--- config.mk ---
export PLATFORM = sky130hd
export DESIGN_NAME = crt_two_moduli_combine_unit
export DESIGN_NICKNAME = d
export VERILOG_FILES = /design/src/hw/rtl/crtc_pkg.sv /design/src/hw/rtl/crtc_modred.sv /design/src/hw/rtl/crtc_inv.sv /design/src/hw/rtl/crtc_modmul.sv /design/src/hw/rtl/crtc_wmul.sv /design/src/hw/rtl/crt_two_moduli_combine_unit.sv
export SDC_FILE = /design/constraint.sdc
export NUM_CORES = 2
export LEC_CHECK = 0
export BUFFER_PORTS_ARGS = -buffer_cell sky130_fd_sc_hd__buf_2
export CORE_ASPECT_RATIO = 2
export CORE_MARGIN = 4
export CORE_UTILIZATION = 55
export CTS_CLUSTER_DIAMETER = 60
export DETAILED_ROUTE_END_ITERATION = 16
export PLACE_DENSITY = 0.72
export SLEW_MARGIN = 20
export SYNTH_ARGS = -nofsm -noshare
export SYNTH_HDL_FRONTEND = slang
export SYNTH_SLANG_ARGS = --single-unit
--- constraint.sdc ---
create_clock -name clk_i -period 9 [get_ports clk_i]
set_input_delay 0.45 -clock clk_i [delete_from_list [all_inputs] [get_ports clk_i]]
set_output_delay 0.45 -clock clk_i [all_outputs]
set_load 0.01 [all_outputs]
--- src/hw/rtl/crtc_pkg.sv ---
// shared constants and types for the two-moduli crt combine unit
`timescale 1ns / 1ps
`default_nettype none
package crtc_pkg;

  // default modulus width
  localparam int unsigned ModWidth = 32;

  // result status codes
  typedef enum logic [1:0] {
    STATUS_OK      = 2'd0,
    STATUS_NOT_INV = 2'd1,
    STATUS_RANGE   = 2'd2
  } crtc_status_e;

  // sequencer states of the top level
  typedef enum logic [3:0] {
    ST_IDLE,
    ST_RED_A,
    ST_INV,
    ST_RED_RB,
    ST_RED_RA,
    ST_SUB,
    ST_MMUL,
    ST_WMUL,
    ST_FIN
  } crtc_state_e;

endpackage
`default_nettype wire

--- src/hw/rtl/crtc_modred.sv ---
// bit-serial reduction of a word modulo a modulus, one dividend bit per cycle
`timescale 1ns / 1ps
`default_nettype none
module crtc_modred #(
  parameter int unsigned W = crtc_pkg::ModWidth
) (
  input  wire logic         clk_i,
  input  wire logic         rst_ni,
  input  wire logic         start_i,
  input  wire logic [W-1:0] num_i,
  input  wire logic [W-1:0] mod_i,
  output logic              done_o,
  output logic [W-1:0]      rem_o
);

  localparam int unsigned CntW = $clog2(W);

  logic            busy_q;
  logic            done_q;
  logic [CntW-1:0] cnt_q;
  logic [W-1:0]    sh_q;
  logic [W-1:0]    mod_q;
  logic [W-1:0]    rem_q;
  logic [W:0]      trial;
  logic [W:0]      rem_d;

  // shift in the next dividend bit and subtract when it fits
  always_comb begin
    trial = {rem_q, sh_q[W-1]};
    if (trial >= {1'b0, mod_q}) begin
      rem_d = trial - {1'b0, mod_q};
    end else begin
      rem_d = trial;
    end
  end

  // control
  always_ff @(posedge clk_i or negedge rst_ni) begin
    if (!rst_ni) begin
      busy_q <= 1'b0;
      done_q <= 1'b0;
      cnt_q  <= '0;
    end else begin
      done_q <= 1'b0;
      if (start_i) begin
        busy_q <= 1'b1;
        cnt_q  <= CntW'(W - 1);
      end else if (busy_q) begin
        cnt_q <= cnt_q - 1'b1;
        if (cnt_q == '0) begin
          busy_q <= 1'b0;
          done_q <= 1'b1;
        end
      end
    end
  end

  // datapath
  always_ff @(posedge clk_i) begin
    if (start_i) begin
      sh_q  <= num_i;
      mod_q <= mod_i;
      rem_q <= '0;
    end else if (busy_q) begin
      sh_q  <= {sh_q[W-2:0], 1'b0};
      rem_q <= rem_d[W-1:0];
    end
  end

  assign done_o = done_q;
  assign rem_o  = rem_q;

endmodule
`default_nettype wire

--- src/hw/rtl/crtc_inv.sv ---
// extended euclid inverse, each quotient built one bit per cycle
`timescale 1ns / 1ps
`default_nettype none
module crtc_inv #(
  parameter int unsigned W = crtc_pkg::ModWidth
) (
  input  wire logic         clk_i,
  input  wire logic         rst_ni,
  input  wire logic         start_i,
  input  wire logic [W-1:0] a_i,
  input  wire logic [W-1:0] m_i,
  output logic              done_o,
  output logic              ok_o,
  output logic [W-1:0]      inv_o
);

  localparam int unsigned CntW = $clog2(W);
  localparam int unsigned TW   = W + 2;
  localparam int unsigned AW   = 2 * W + 2;

  logic            busy_q;
  logic            div_q;
  logic            done_q;
  logic            ok_q;
  logic [CntW-1:0] cnt_q;
  logic [W-1:0]    m_q;
  logic [W-1:0]    r0_q;
  logic [W-1:0]    r1_q;
  logic [TW-1:0]   t0_q;
  logic [TW-1:0]   t1_q;
  logic [2*W-1:0]  rs_q;
  logic [AW-1:0]   ts_q;
  logic [W-1:0]    ra_q;
  logic [AW-1:0]   ta_q;
  logic [W-1:0]    inv_q;
  logic            fits;
  logic [W-1:0]    ra_d;
  logic [AW-1:0]   ta_d;
  logic [TW-1:0]   tpos;
  logic [TW-1:0]   tred;

  // one restoring step of r0 / r1, with t0 - q*t1 tracked alongside
  always_comb begin
    fits = rs_q <= {{W{1'b0}}, ra_q};
    ra_d = fits ? (ra_q - rs_q[W-1:0]) : ra_q;
    ta_d = fits ? (ta_q - ts_q) : ta_q;
  end

  // bring the final coefficient into 0..m-1
  always_comb begin
    tpos = t0_q[TW-1] ? (t0_q + {2'b00, m_q}) : t0_q;
    tred = (tpos >= {2'b00, m_q}) ? (tpos - {2'b00, m_q}) : tpos;
  end

  // control
  always_ff @(posedge clk_i or negedge rst_ni) begin
    if (!rst_ni) begin
      busy_q <= 1'b0;
      div_q  <= 1'b0;
      done_q <= 1'b0;
      cnt_q  <= '0;
    end else begin
      done_q <= 1'b0;
      if (start_i) begin
        busy_q <= 1'b1;
        div_q  <= 1'b0;
      end else if (busy_q && !div_q) begin
        if (r1_q == '0) begin
          busy_q <= 1'b0;
          done_q <= 1'b1;
        end else begin
          div_q <= 1'b1;
          cnt_q <= CntW'(W - 1);
        end
      end else if (busy_q) begin
        cnt_q <= cnt_q - 1'b1;
        if (cnt_q == '0) begin
          div_q <= 1'b0;
        end
      end
    end
  end

  // remainder and coefficient sequence
  always_ff @(posedge clk_i) begin
    if (start_i) begin
      m_q  <= m_i;
      r0_q <= a_i;
      r1_q <= m_i;
      t0_q <= TW'(1);
      t1_q <= '0;
    end else if (busy_q && !div_q) begin
      ra_q  <= r0_q;
      ta_q  <= {{W{t0_q[TW-1]}}, t0_q};
      rs_q  <= {1'b0, r1_q, {(W - 1){1'b0}}};
      ts_q  <= AW'({{W{t1_q[TW-1]}}, t1_q} << (W - 1));
      ok_q  <= (r0_q == W'(1));
      inv_q <= tred[W-1:0];
    end else if (busy_q) begin
      ra_q <= ra_d;
      ta_q <= ta_d;
      rs_q <= {1'b0, rs_q[2*W-1:1]};
      ts_q <= {ts_q[AW-1], ts_q[AW-1:1]};
      if (cnt_q == '0) begin
        r0_q <= r1_q;
        r1_q <= ra_d;
        t0_q <= t1_q;
        t1_q <= ta_d[TW-1:0];
      end
    end
  end

  assign done_o = done_q;
  assign ok_o   = ok_q;
  assign inv_o  = inv_q;

endmodule
`default_nettype wire

--- src/hw/rtl/crtc_modmul.sv ---
// interleaved modular multiply, one multiplier bit per cycle msb first
`timescale 1ns / 1ps
`default_nettype none
module crtc_modmul #(
  parameter int unsigned W = crtc_pkg::ModWidth
) (
  input  wire logic         clk_i,
  input  wire logic         rst_ni,
  input  wire logic         start_i,
  input  wire logic [W-1:0] a_i,
  input  wire logic [W-1:0] b_i,
  input  wire logic [W-1:0] m_i,
  output logic              done_o,
  output logic [W-1:0]      prod_o
);

  localparam int unsigned CntW = $clog2(W);

  logic            busy_q;
  logic            done_q;
  logic [CntW-1:0] cnt_q;
  logic [W-1:0]    a_q;
  logic [W-1:0]    b_q;
  logic [W-1:0]    m_q;
  logic [W-1:0]    acc_q;
  logic [W:0]      dbl;
  logic [W:0]      dbl_r;
  logic [W:0]      sum;
  logic [W:0]      sum_r;

  // acc = 2*acc + bit*b, reduced after each add
  always_comb begin
    dbl   = {acc_q, 1'b0};
    dbl_r = (dbl >= {1'b0, m_q}) ? (dbl - {1'b0, m_q}) : dbl;
    sum   = dbl_r + (a_q[W-1] ? {1'b0, b_q} : '0);
    sum_r = (sum >= {1'b0, m_q}) ? (sum - {1'b0, m_q}) : sum;
  end

  // control
  always_ff @(posedge clk_i or negedge rst_ni) begin
    if (!rst_ni) begin
      busy_q <= 1'b0;
      done_q <= 1'b0;
      cnt_q  <= '0;
    end else begin
      done_q <= 1'b0;
      if (start_i) begin
        busy_q <= 1'b1;
        cnt_q  <= CntW'(W - 1);
      end else if (busy_q) begin
        cnt_q <= cnt_q - 1'b1;
        if (cnt_q == '0) begin
          busy_q <= 1'b0;
          done_q <= 1'b1;
        end
      end
    end
  end

  // datapath
  always_ff @(posedge clk_i) begin
    if (start_i) begin
      a_q   <= a_i;
      b_q   <= b_i;
      m_q   <= m_i;
      acc_q <= '0;
    end else if (busy_q) begin
      a_q   <= {a_q[W-2:0], 1'b0};
      acc_q <= sum_r[W-1:0];
    end
  end

  assign done_o = done_q;
  assign prod_o = acc_q;

endmodule
`default_nettype wire

--- src/hw/rtl/crtc_wmul.sv ---
// two shift-add products sharing one multiplicand, one bit per cycle
`timescale 1ns / 1ps
`default_nettype none
module crtc_wmul #(
  parameter int unsigned W = crtc_pkg::ModWidth
) (
  input  wire logic         clk_i,
  input  wire logic         rst_ni,
  input  wire logic         start_i,
  input  wire logic [W-1:0] a_i,
  input  wire logic [W-1:0] x_i,
  input  wire logic [W-1:0] y_i,
  output logic              done_o,
  output logic [2*W-1:0]    px_o,
  output logic [2*W-1:0]    py_o
);

  localparam int unsigned CntW = $clog2(W);

  logic            busy_q;
  logic            done_q;
  logic [CntW-1:0] cnt_q;
  logic [W-1:0]    a_q;
  logic [W-1:0]    x_q;
  logic [W-1:0]    y_q;
  logic [2*W-1:0]  px_q;
  logic [2*W-1:0]  py_q;
  logic [2*W-1:0]  a_ext;

  assign a_ext = {{W{1'b0}}, a_q};

  // control
  always_ff @(posedge clk_i or negedge rst_ni) begin
    if (!rst_ni) begin
      busy_q <= 1'b0;
      done_q <= 1'b0;
      cnt_q  <= '0;
    end else begin
      done_q <= 1'b0;
      if (start_i) begin
        busy_q <= 1'b1;
        cnt_q  <= CntW'(W - 1);
      end else if (busy_q) begin
        cnt_q <= cnt_q - 1'b1;
        if (cnt_q == '0) begin
          busy_q <= 1'b0;
          done_q <= 1'b1;
        end
      end
    end
  end

  // accumulate msb first
  always_ff @(posedge clk_i) begin
    if (start_i) begin
      a_q  <= a_i;
      x_q  <= x_i;
      y_q  <= y_i;
      px_q <= '0;
      py_q <= '0;
    end else if (busy_q) begin
      x_q  <= {x_q[W-2:0], 1'b0};
      y_q  <= {y_q[W-2:0], 1'b0};
      px_q <= {px_q[2*W-2:0], 1'b0} + (x_q[W-1] ? a_ext : '0);
      py_q <= {py_q[2*W-2:0], 1'b0} + (y_q[W-1] ? a_ext : '0);
    end
  end

  assign done_o = done_q;
  assign px_o   = px_q;
  assign py_o   = py_q;

endmodule
`default_nettype wire

--- src/hw/rtl/crt_two_moduli_combine_unit.sv ---
// top level: two-moduli crt combine in garner form with bit-serial units
// run time grows with the euclid steps of the inverse, at most about 1.44*W + 1
//   steps; a modulus b of 0 or 1 skips the units and goes straight to the finish state
// throughput: one beat at a time, the input ready again in the cycle after the result
//   is registered; the euclid inverse unit sets the pace
// reset: asynchronous active low, clears the sequencer and the output valid
`timescale 1ns / 1ps
`default_nettype none
module crt_two_moduli_combine_unit #(
  parameter int unsigned MOD_WIDTH = crtc_pkg::ModWidth
) (
  input  wire logic                clk_i,
  input  wire logic                rst_ni,
  // residue_a, modulus_a, residue_b, modulus_b, symmetric, zero pad
  input  wire logic [((4*MOD_WIDTH+2+7)/8)*8-1:0] s_axis_tdata,
  input  wire logic                s_axis_tvalid,
  output logic                     s_axis_tready,
  // result_magnitude, result_negative, status, zero pad
  output logic [((2*MOD_WIDTH+3+7)/8)*8-1:0] m_axis_tdata,
  output logic                     m_axis_tvalid,
  input  wire logic                m_axis_tready
);

  localparam int unsigned W    = MOD_WIDTH;
  localparam int unsigned OutW = ((2 * W + 3 + 7) / 8) * 8;

  crtc_pkg::crtc_state_e  state_q, state_d;
  crtc_pkg::crtc_status_e status_q;

  logic [W-1:0]   ma_q, rb_q, mb_q, c_q, rbm_q, ram_q, s_sub, ra;
  logic [W:0]     amag_q;
  logic           aneg_q, sym_q;
  logic [2*W-1:0] x_q, mm_q, diff;
  logic [W:0]     in_ra, in_amag, sub_t;
  logic [W-1:0]   in_ma, in_rb, in_mb;
  logic           in_sym, in_fire, out_free;
  logic           out_valid_q, out_neg_q;
  logic [2*W-1:0] out_mag_q;
  crtc_pkg::crtc_status_e out_status_q;

  logic           red_start, inv_start, mm_start, wm_start;
  logic [W-1:0]   red_num, red_mod;
  logic           red_done, inv_done, inv_ok, mm_done, wm_done;
  logic [W-1:0]   red_rem, inv_val, mm_prod;
  logic [2*W-1:0] wm_px, wm_py;

  // input unpack
  assign in_ra   = s_axis_tdata[W:0];
  assign in_ma   = s_axis_tdata[2*W:W+1];
  assign in_rb   = s_axis_tdata[3*W:2*W+1];
  assign in_mb   = s_axis_tdata[4*W:3*W+1];
  assign in_sym  = s_axis_tdata[4*W+1];
  assign in_amag = in_ra[W] ? ((W+1)'(0) - in_ra) : in_ra;
  assign in_fire = s_axis_tvalid && s_axis_tready;
  assign out_free = !out_valid_q || m_axis_tready;

  // residue a raised into 0..ma-1
  assign ra = aneg_q ? (ma_q - amag_q[W-1:0]) : amag_q[W-1:0];

  // next state
  always_comb begin
    state_d = state_q;
    unique case (state_q)
      crtc_pkg::ST_IDLE: begin
        if (in_fire) begin
          state_d = (in_mb <= W'(1)) ? crtc_pkg::ST_FIN : crtc_pkg::ST_RED_A;
        end
      end
      crtc_pkg::ST_RED_A: begin
        if (red_done) state_d = crtc_pkg::ST_INV;
      end
      crtc_pkg::ST_INV: begin
        if (inv_done) begin
          if (!inv_ok || (amag_q >= {1'b0, ma_q})) begin
            state_d = crtc_pkg::ST_FIN;
          end else begin
            state_d = crtc_pkg::ST_RED_RB;
          end
        end
      end
      crtc_pkg::ST_RED_RB: begin
        if (red_done) state_d = crtc_pkg::ST_RED_RA;
      end
      crtc_pkg::ST_RED_RA: begin
        if (red_done) state_d = crtc_pkg::ST_SUB;
      end
      crtc_pkg::ST_SUB:  state_d = crtc_pkg::ST_MMUL;
      crtc_pkg::ST_MMUL: begin
        if (mm_done) state_d = crtc_pkg::ST_WMUL;
      end
      crtc_pkg::ST_WMUL: begin
        if (wm_done) state_d = crtc_pkg::ST_FIN;
      end
      crtc_pkg::ST_FIN: begin
        if (out_free) state_d = crtc_pkg::ST_IDLE;
      end
      default: state_d = crtc_pkg::ST_IDLE;
    endcase
  end

  // unit launches on state entry, first reduction fed straight from the beat
  always_comb begin
    s_axis_tready = (state_q == crtc_pkg::ST_IDLE);
    red_start = (state_d != state_q) && ((state_d == crtc_pkg::ST_RED_A) ||
                (state_d == crtc_pkg::ST_RED_RB) || (state_d == crtc_pkg::ST_RED_RA));
    inv_start = (state_d != state_q) && (state_d == crtc_pkg::ST_INV);
    mm_start  = (state_d != state_q) && (state_d == crtc_pkg::ST_MMUL);
    wm_start  = (state_d != state_q) && (state_d == crtc_pkg::ST_WMUL);
    red_mod   = (state_q == crtc_pkg::ST_IDLE) ? in_mb : mb_q;
    unique case (state_d)
      crtc_pkg::ST_RED_A:  red_num = in_ma;
      crtc_pkg::ST_RED_RB: red_num = rb_q;
      default:             red_num = ra;
    endcase
  end

  always_ff @(posedge clk_i or negedge rst_ni) begin
    if (!rst_ni) begin
      state_q <= crtc_pkg::ST_IDLE;
    end else begin
      state_q <= state_d;
    end
  end

  // symmetric fold difference, and the wrapped term of the garner difference
  assign diff  = mm_q - x_q;
  assign sub_t = {1'b0, rbm_q} + {1'b0, mb_q} - {1'b0, ram_q};

  // garner difference (rb - ra) mod mb
  assign s_sub = (rbm_q >= ram_q) ? (rbm_q - ram_q) : sub_t[W-1:0];

  // working registers
  always_ff @(posedge clk_i) begin
    if (in_fire) begin
      ma_q     <= in_ma;
      rb_q     <= in_rb;
      mb_q     <= in_mb;
      amag_q   <= in_amag;
      aneg_q   <= in_ra[W];
      sym_q    <= in_sym;
      status_q <= (in_mb <= W'(1)) ? crtc_pkg::STATUS_NOT_INV : crtc_pkg::STATUS_OK;
    end
    if ((state_q == crtc_pkg::ST_INV) && inv_done) begin
      c_q <= inv_val;
      if (!inv_ok) begin
        status_q <= crtc_pkg::STATUS_NOT_INV;
      end else if (amag_q >= {1'b0, ma_q}) begin
        status_q <= crtc_pkg::STATUS_RANGE;
      end
    end
    if ((state_q == crtc_pkg::ST_RED_RB) && red_done) rbm_q <= red_rem;
    if ((state_q == crtc_pkg::ST_RED_RA) && red_done) ram_q <= red_rem;
    if ((state_q == crtc_pkg::ST_WMUL) && wm_done) begin
      x_q  <= wm_px + {{W{1'b0}}, ra};
      mm_q <= wm_py;
    end
  end

  // output register
  always_ff @(posedge clk_i or negedge rst_ni) begin
    if (!rst_ni) begin
      out_valid_q <= 1'b0;
    end else if ((state_q == crtc_pkg::ST_FIN) && out_free) begin
      out_valid_q <= 1'b1;
    end else if (m_axis_tready) begin
      out_valid_q <= 1'b0;
    end
  end

  always_ff @(posedge clk_i) begin
    if ((state_q == crtc_pkg::ST_FIN) && out_free) begin
      out_status_q <= status_q;
      if (status_q != crtc_pkg::STATUS_OK) begin
        out_mag_q <= '0;
        out_neg_q <= 1'b0;
      end else if (sym_q && (diff < x_q)) begin
        out_mag_q <= diff;
        out_neg_q <= 1'b1;
      end else begin
        out_mag_q <= x_q;
        out_neg_q <= 1'b0;
      end
    end
  end

  assign m_axis_tvalid = out_valid_q;
  assign m_axis_tdata  = OutW'({out_status_q, out_neg_q, out_mag_q});

  crtc_modred #(.W(W)) u_red (
    .clk_i   (clk_i),
    .rst_ni  (rst_ni),
    .start_i (red_start),
    .num_i   (red_num),
    .mod_i   (red_mod),
    .done_o  (red_done),
    .rem_o   (red_rem)
  );

  crtc_inv #(.W(W)) u_inv (
    .clk_i   (clk_i),
    .rst_ni  (rst_ni),
    .start_i (inv_start),
    .a_i     (red_rem),
    .m_i     (mb_q),
    .done_o  (inv_done),
    .ok_o    (inv_ok),
    .inv_o   (inv_val)
  );

  crtc_modmul #(.W(W)) u_mm (
    .clk_i   (clk_i),
    .rst_ni  (rst_ni),
    .start_i (mm_start),
    .a_i     (s_sub),
    .b_i     (c_q),
    .m_i     (mb_q),
    .done_o  (mm_done),
    .prod_o  (mm_prod)
  );

  crtc_wmul #(.W(W)) u_wm (
    .clk_i   (clk_i),
    .rst_ni  (rst_ni),
    .start_i (wm_start),
    .a_i     (ma_q),
    .x_i     (mm_prod),
    .y_i     (mb_q),
    .done_o  (wm_done),
    .px_o    (wm_px),
    .py_o    (wm_py)
  );

  // no second beat taken right after one
  assert property (@(posedge clk_i) disable iff (!rst_ni)
    in_fire |=> !s_axis_tready)
    else $error("input taken twice in a row");

  // a negative result only comes with ok status
  assert property (@(posedge clk_i) disable iff (!rst_ni)
    (m_axis_tvalid && out_neg_q) |-> (out_status_q == crtc_pkg::STATUS_OK))
    else $error("negative result with error status");

  // error results carry zero magnitude
  assert property (@(posedge clk_i) disable iff (!rst_ni)
    (m_axis_tvalid && (out_status_q != crtc_pkg::STATUS_OK)) |-> (out_mag_q == '0))
    else $error("error result with nonzero magnitude");

  // reducer finishes only in a reduction state
  assert property (@(posedge clk_i) disable iff (!rst_ni)
    red_done |-> ((state_q == crtc_pkg::ST_RED_A) || (state_q == crtc_pkg::ST_RED_RB) ||
                  (state_q == crtc_pkg::ST_RED_RA)))
    else $error("stray reducer completion");

endmodule
`default_nettype wire
==> impl_results.md <==
* Status: completed
* Combinational power share at 1.0%
* Routed vias/inst at 5.97
* Most area-consuming cells after synthesis: edfxtp_1 36%, ha_1 9.8%, dfxtp_1 6.4%, nand2_1 5.6%, a21oi_1 4.8%
* Final HPWL DP at 190 mm
* Hold_sp: s_axis_tdata[4]
* Startpoint type of the worst setup path: flop
* Most numerous cell in the Yosys netlist: nand2_1
* Num rows at 200
* # IOs at 214
* Post-Synthesis Cells at 8822
* Die Height at 556 um
* Cell Area, Synth at 82400 um2
* Worst-Skew Late Latency at 0.76 ns
* CP Data Required Time at 9.60 ns
* Unrepaired setup endpoints after global routing: false
* Clock root buffer: clkbuf_16
* Clock sink total at 1298
* Pwr dens at 133 nW/um2
* Final setup viols at 0
* Final-report max-slew violation count at 0
* Grt met3 use at 3.26%
* CP max stage cell: nor4_1
* Share of layout cells above drive strength 1 at 7.23%
* Reg-to-Reg Start: u_mm.m_q[15]
* Class of the worst hold path: in -> reg
* Maxcap violations at 0
* Largest net degree at the start of global routing at 129
* Tcrit/Tclk final at 88.6%
* Starting Density at 55.5%
* Wire per inst at 22.6 um
* Fraction of registers with async set/reset at 2.62%
* Total CTS buffers at 121
* Final TNS setup at 0 ns
* Core Area at 149000 um2
* Total Power at 12100 uW
* Fmax at 0.125 GHz
* RePlAce Congestion at 0.978
* Dominant cell type by area after synthesis: edfxtp_1
* Yosys top cell area share at 36.5%
* Port Buffers at 202
* Placed Instances at 10714
* Unique cell type count in the Yosys netlist at 107
* Switching Fraction at 21.4%
* Total gr overflow at 0
* Buf/Inv on CP at 4
* Slowest stage delay, CP at 0.53 ns
* Die X-Extent at 282 um
* CTS tree: built
* Crit. Startpoint: u_mm.m_q[15]
* Clock power share at 46.2%
* Delay-heaviest family, CP: compound AO/OA/AOI/OAI gates
* Util after Layout at 61.1%
* WS Path Type: reg -> reg
* DP Worst Slack at 1.17 ns
* Dominant synthesized flop cell: edfxtp_1
* # DRC at 0
* WP data arrival at 8.58 ns
* Fin. Hold Viols at 0
* Slew @ Worst Pin at 1.13 ns
* Worst r2r dst: u_mm.prod_o[9]
* PnR worst setup slack at 1.02 ns
* Top cell by count, worst path: a21oi_1
* Drt initial violations at 4436
* Final wirelength at 250 mm
* Seq pwr share at 52.8%
* Number of synthesized flops with an enable pin at 1002
* Register area share after synthesis at 43.9%
* Nets at 9850
* Hold Path End: amag_q[4]
* H-Tree Depth at 3
* Die area at 157000 um2
* Setup crit end kind: flop
* Worst IR drop on VDD at 172 uV
* Lkg Pwr at 0.0389 uW
* Antenna violations before repair at 5
* Fin Clk Skew at 0.0356 ns
* Syn avg cell area at 9.34 um2
* Antenna viol nets, final at 0
* Area grow syn2layout at 10.1%
* CTS Buffer Depth at 3
* WHS Path Cells at 2
* Relative slew slack at 24.6%
* GRT Max-Usage Layer: met2
* M1 GR Usage at 32.0%
* First-pass GRT wire length at 377 mm
* Internal Power at 9500 uW
* Met2 usage at 57.8%
* Slack of the worst reg-to-reg path at 1.02 ns
* R2R depth at 33
* Via count at 66068
* Period minus WS final at 7.98 ns
* Critical-path maximum fanout at 22
* Reg clk slew, reported paths at 0.07 ns
* Gr usage total at 31.1%
* Vias in the first global route at 67040
* Yosys warns at 0
* Synth Register Bits at 1298
* Post-Layout Cell Count at 11058
* P_sw at 2580 uW
* Drt first pass iters at 6
* Setup Buffers After CTS at 0
* Most frequent cells after synthesis: 1234 x nand2_1, 1002 x edfxtp_1, 797 x a21oi_1
==> layer usage <==
layer	wire length, um	vias up
li1	-	31752
met1	87400	31575
met2	129000	2025
met3	10700	714
met4	22200	2
met5	19	-
==> cells by family (layout without fill, tap and decap cells) <==
| kind of cell | after synthesis | after routing | share of synthesized area (%) |
|---|---|---|---|
| other | 1 | 14 | 0.00455 |
| and+or+nand+nor | 2784 | 2784 | 15.2 |
| xor gates and xnor gates | 575 | 575 | 6.13 |
| adders and majority gates | 689 | 689 | 10.9 |
| AOI/OAI and AO/OA | 2305 | 2305 | 17.1 |
| muxes | 166 | 166 | 2.09 |
| buffers and inverters | 1004 | 1308 | 4.70 |
| DFF | 1298 | 1298 | 43.9 |
==> power by group through the flow <==
| stage | logic, uW | clock network [uW] | registers [uW] |
|---|---|---|---|
| after floorplan | 23.6 | 0 | 6510 |
| after global placement | 82.5 | 0 | 6510 |
| after detailed placement | 84.8 | 0 | 6510 |
| after CTS | 122 | 5670 | 6370 |
| after global routing | 132 | 5900 | 6370 |
| final | 125 | 5580 | 6370 |
==> placed cells by master (no fill, tap or decap), types with 61 or more instances in the layout <==
cell	n
nor2b_1	70
a21o_1	248
dfxtp_1	262
o21ai_0	631
buf_2	202
nand2b_1	78
xnor2_1	370
mux2i_1	115
nand2_1	1232
inv_1	656
nor4_1	66
nor3_1	107
dlygate4sd3_1	102
xor2_1	204
nor2_1	654
buf_4	102
a31oi_1	61
nand4_1	115
nand3_1	149
ha_1	644
clkbuf_16	125
and2_1	127
a211oi_1	84
edfxtp_1	1002
a21oi_1	797
o21a_1	80
o21bai_1	77
==> what timing repair did <==
item                      in CTS  in global routing
resized for setup              0                  0
hold endpoints to repair     135                  0
hold buffers                 102                  0
==> cell type report <==
type / count / area (um2)
diodes: 9 / 22.5
repair buffers: 410 / 2880
clock buffers: 141 / 3210
well taps: 1919 / 2400
fillers: 12688 / 57900
inverters: 666 / 2520
clock inverters: 91 / 1040
multi-input cells: 6524 / 42500
flip-flops and latches: 1298 / 36200
==> worst max-delay path by stage <==
| stage | cells after the start | end |
|---|---|---|
| final | 33 | u_mm.prod_o[9] |
| after global placement | 33 | u_mm.prod_o[9] |
| after global routing | 34 | u_mm.prod_o[30] |
| after CTS | 34 | u_mm.prod_o[30] |
| after floorplan | 34 | u_mm.prod_o[2] |
| after detailed placement | 33 | u_mm.prod_o[9] |
==> registers in the layout, indices dropped and copies added, names as in the netlist, 33 cells and up <==
| name | count |
|---|---|
| u_inv.t1_q | 34 |
| x_q | 64 |
| mm_q | 64 |
| u_inv.rs_q | 63 |
| amag_q | 33 |
| u_inv.ta_q | 34 |
| out_mag_q | 64 |
| u_inv.ts_q | 66 |
| u_wm.py_o | 64 |
| u_inv.t0_q | 34 |
| u_wm.px_o | 64 |
==> through the flow <==
step / cell area, um2 / hold slack [ns]
after floorplan: 82500 / 0.154
after global placement: 85500 / 0.401
after detailed placement: 85500 / 0.405
after CTS: 90700 / 0.00122
after global routing: 90800 / 0.0223
final: 90800 / 0.0542
Power figures use the tool's default switching activity.
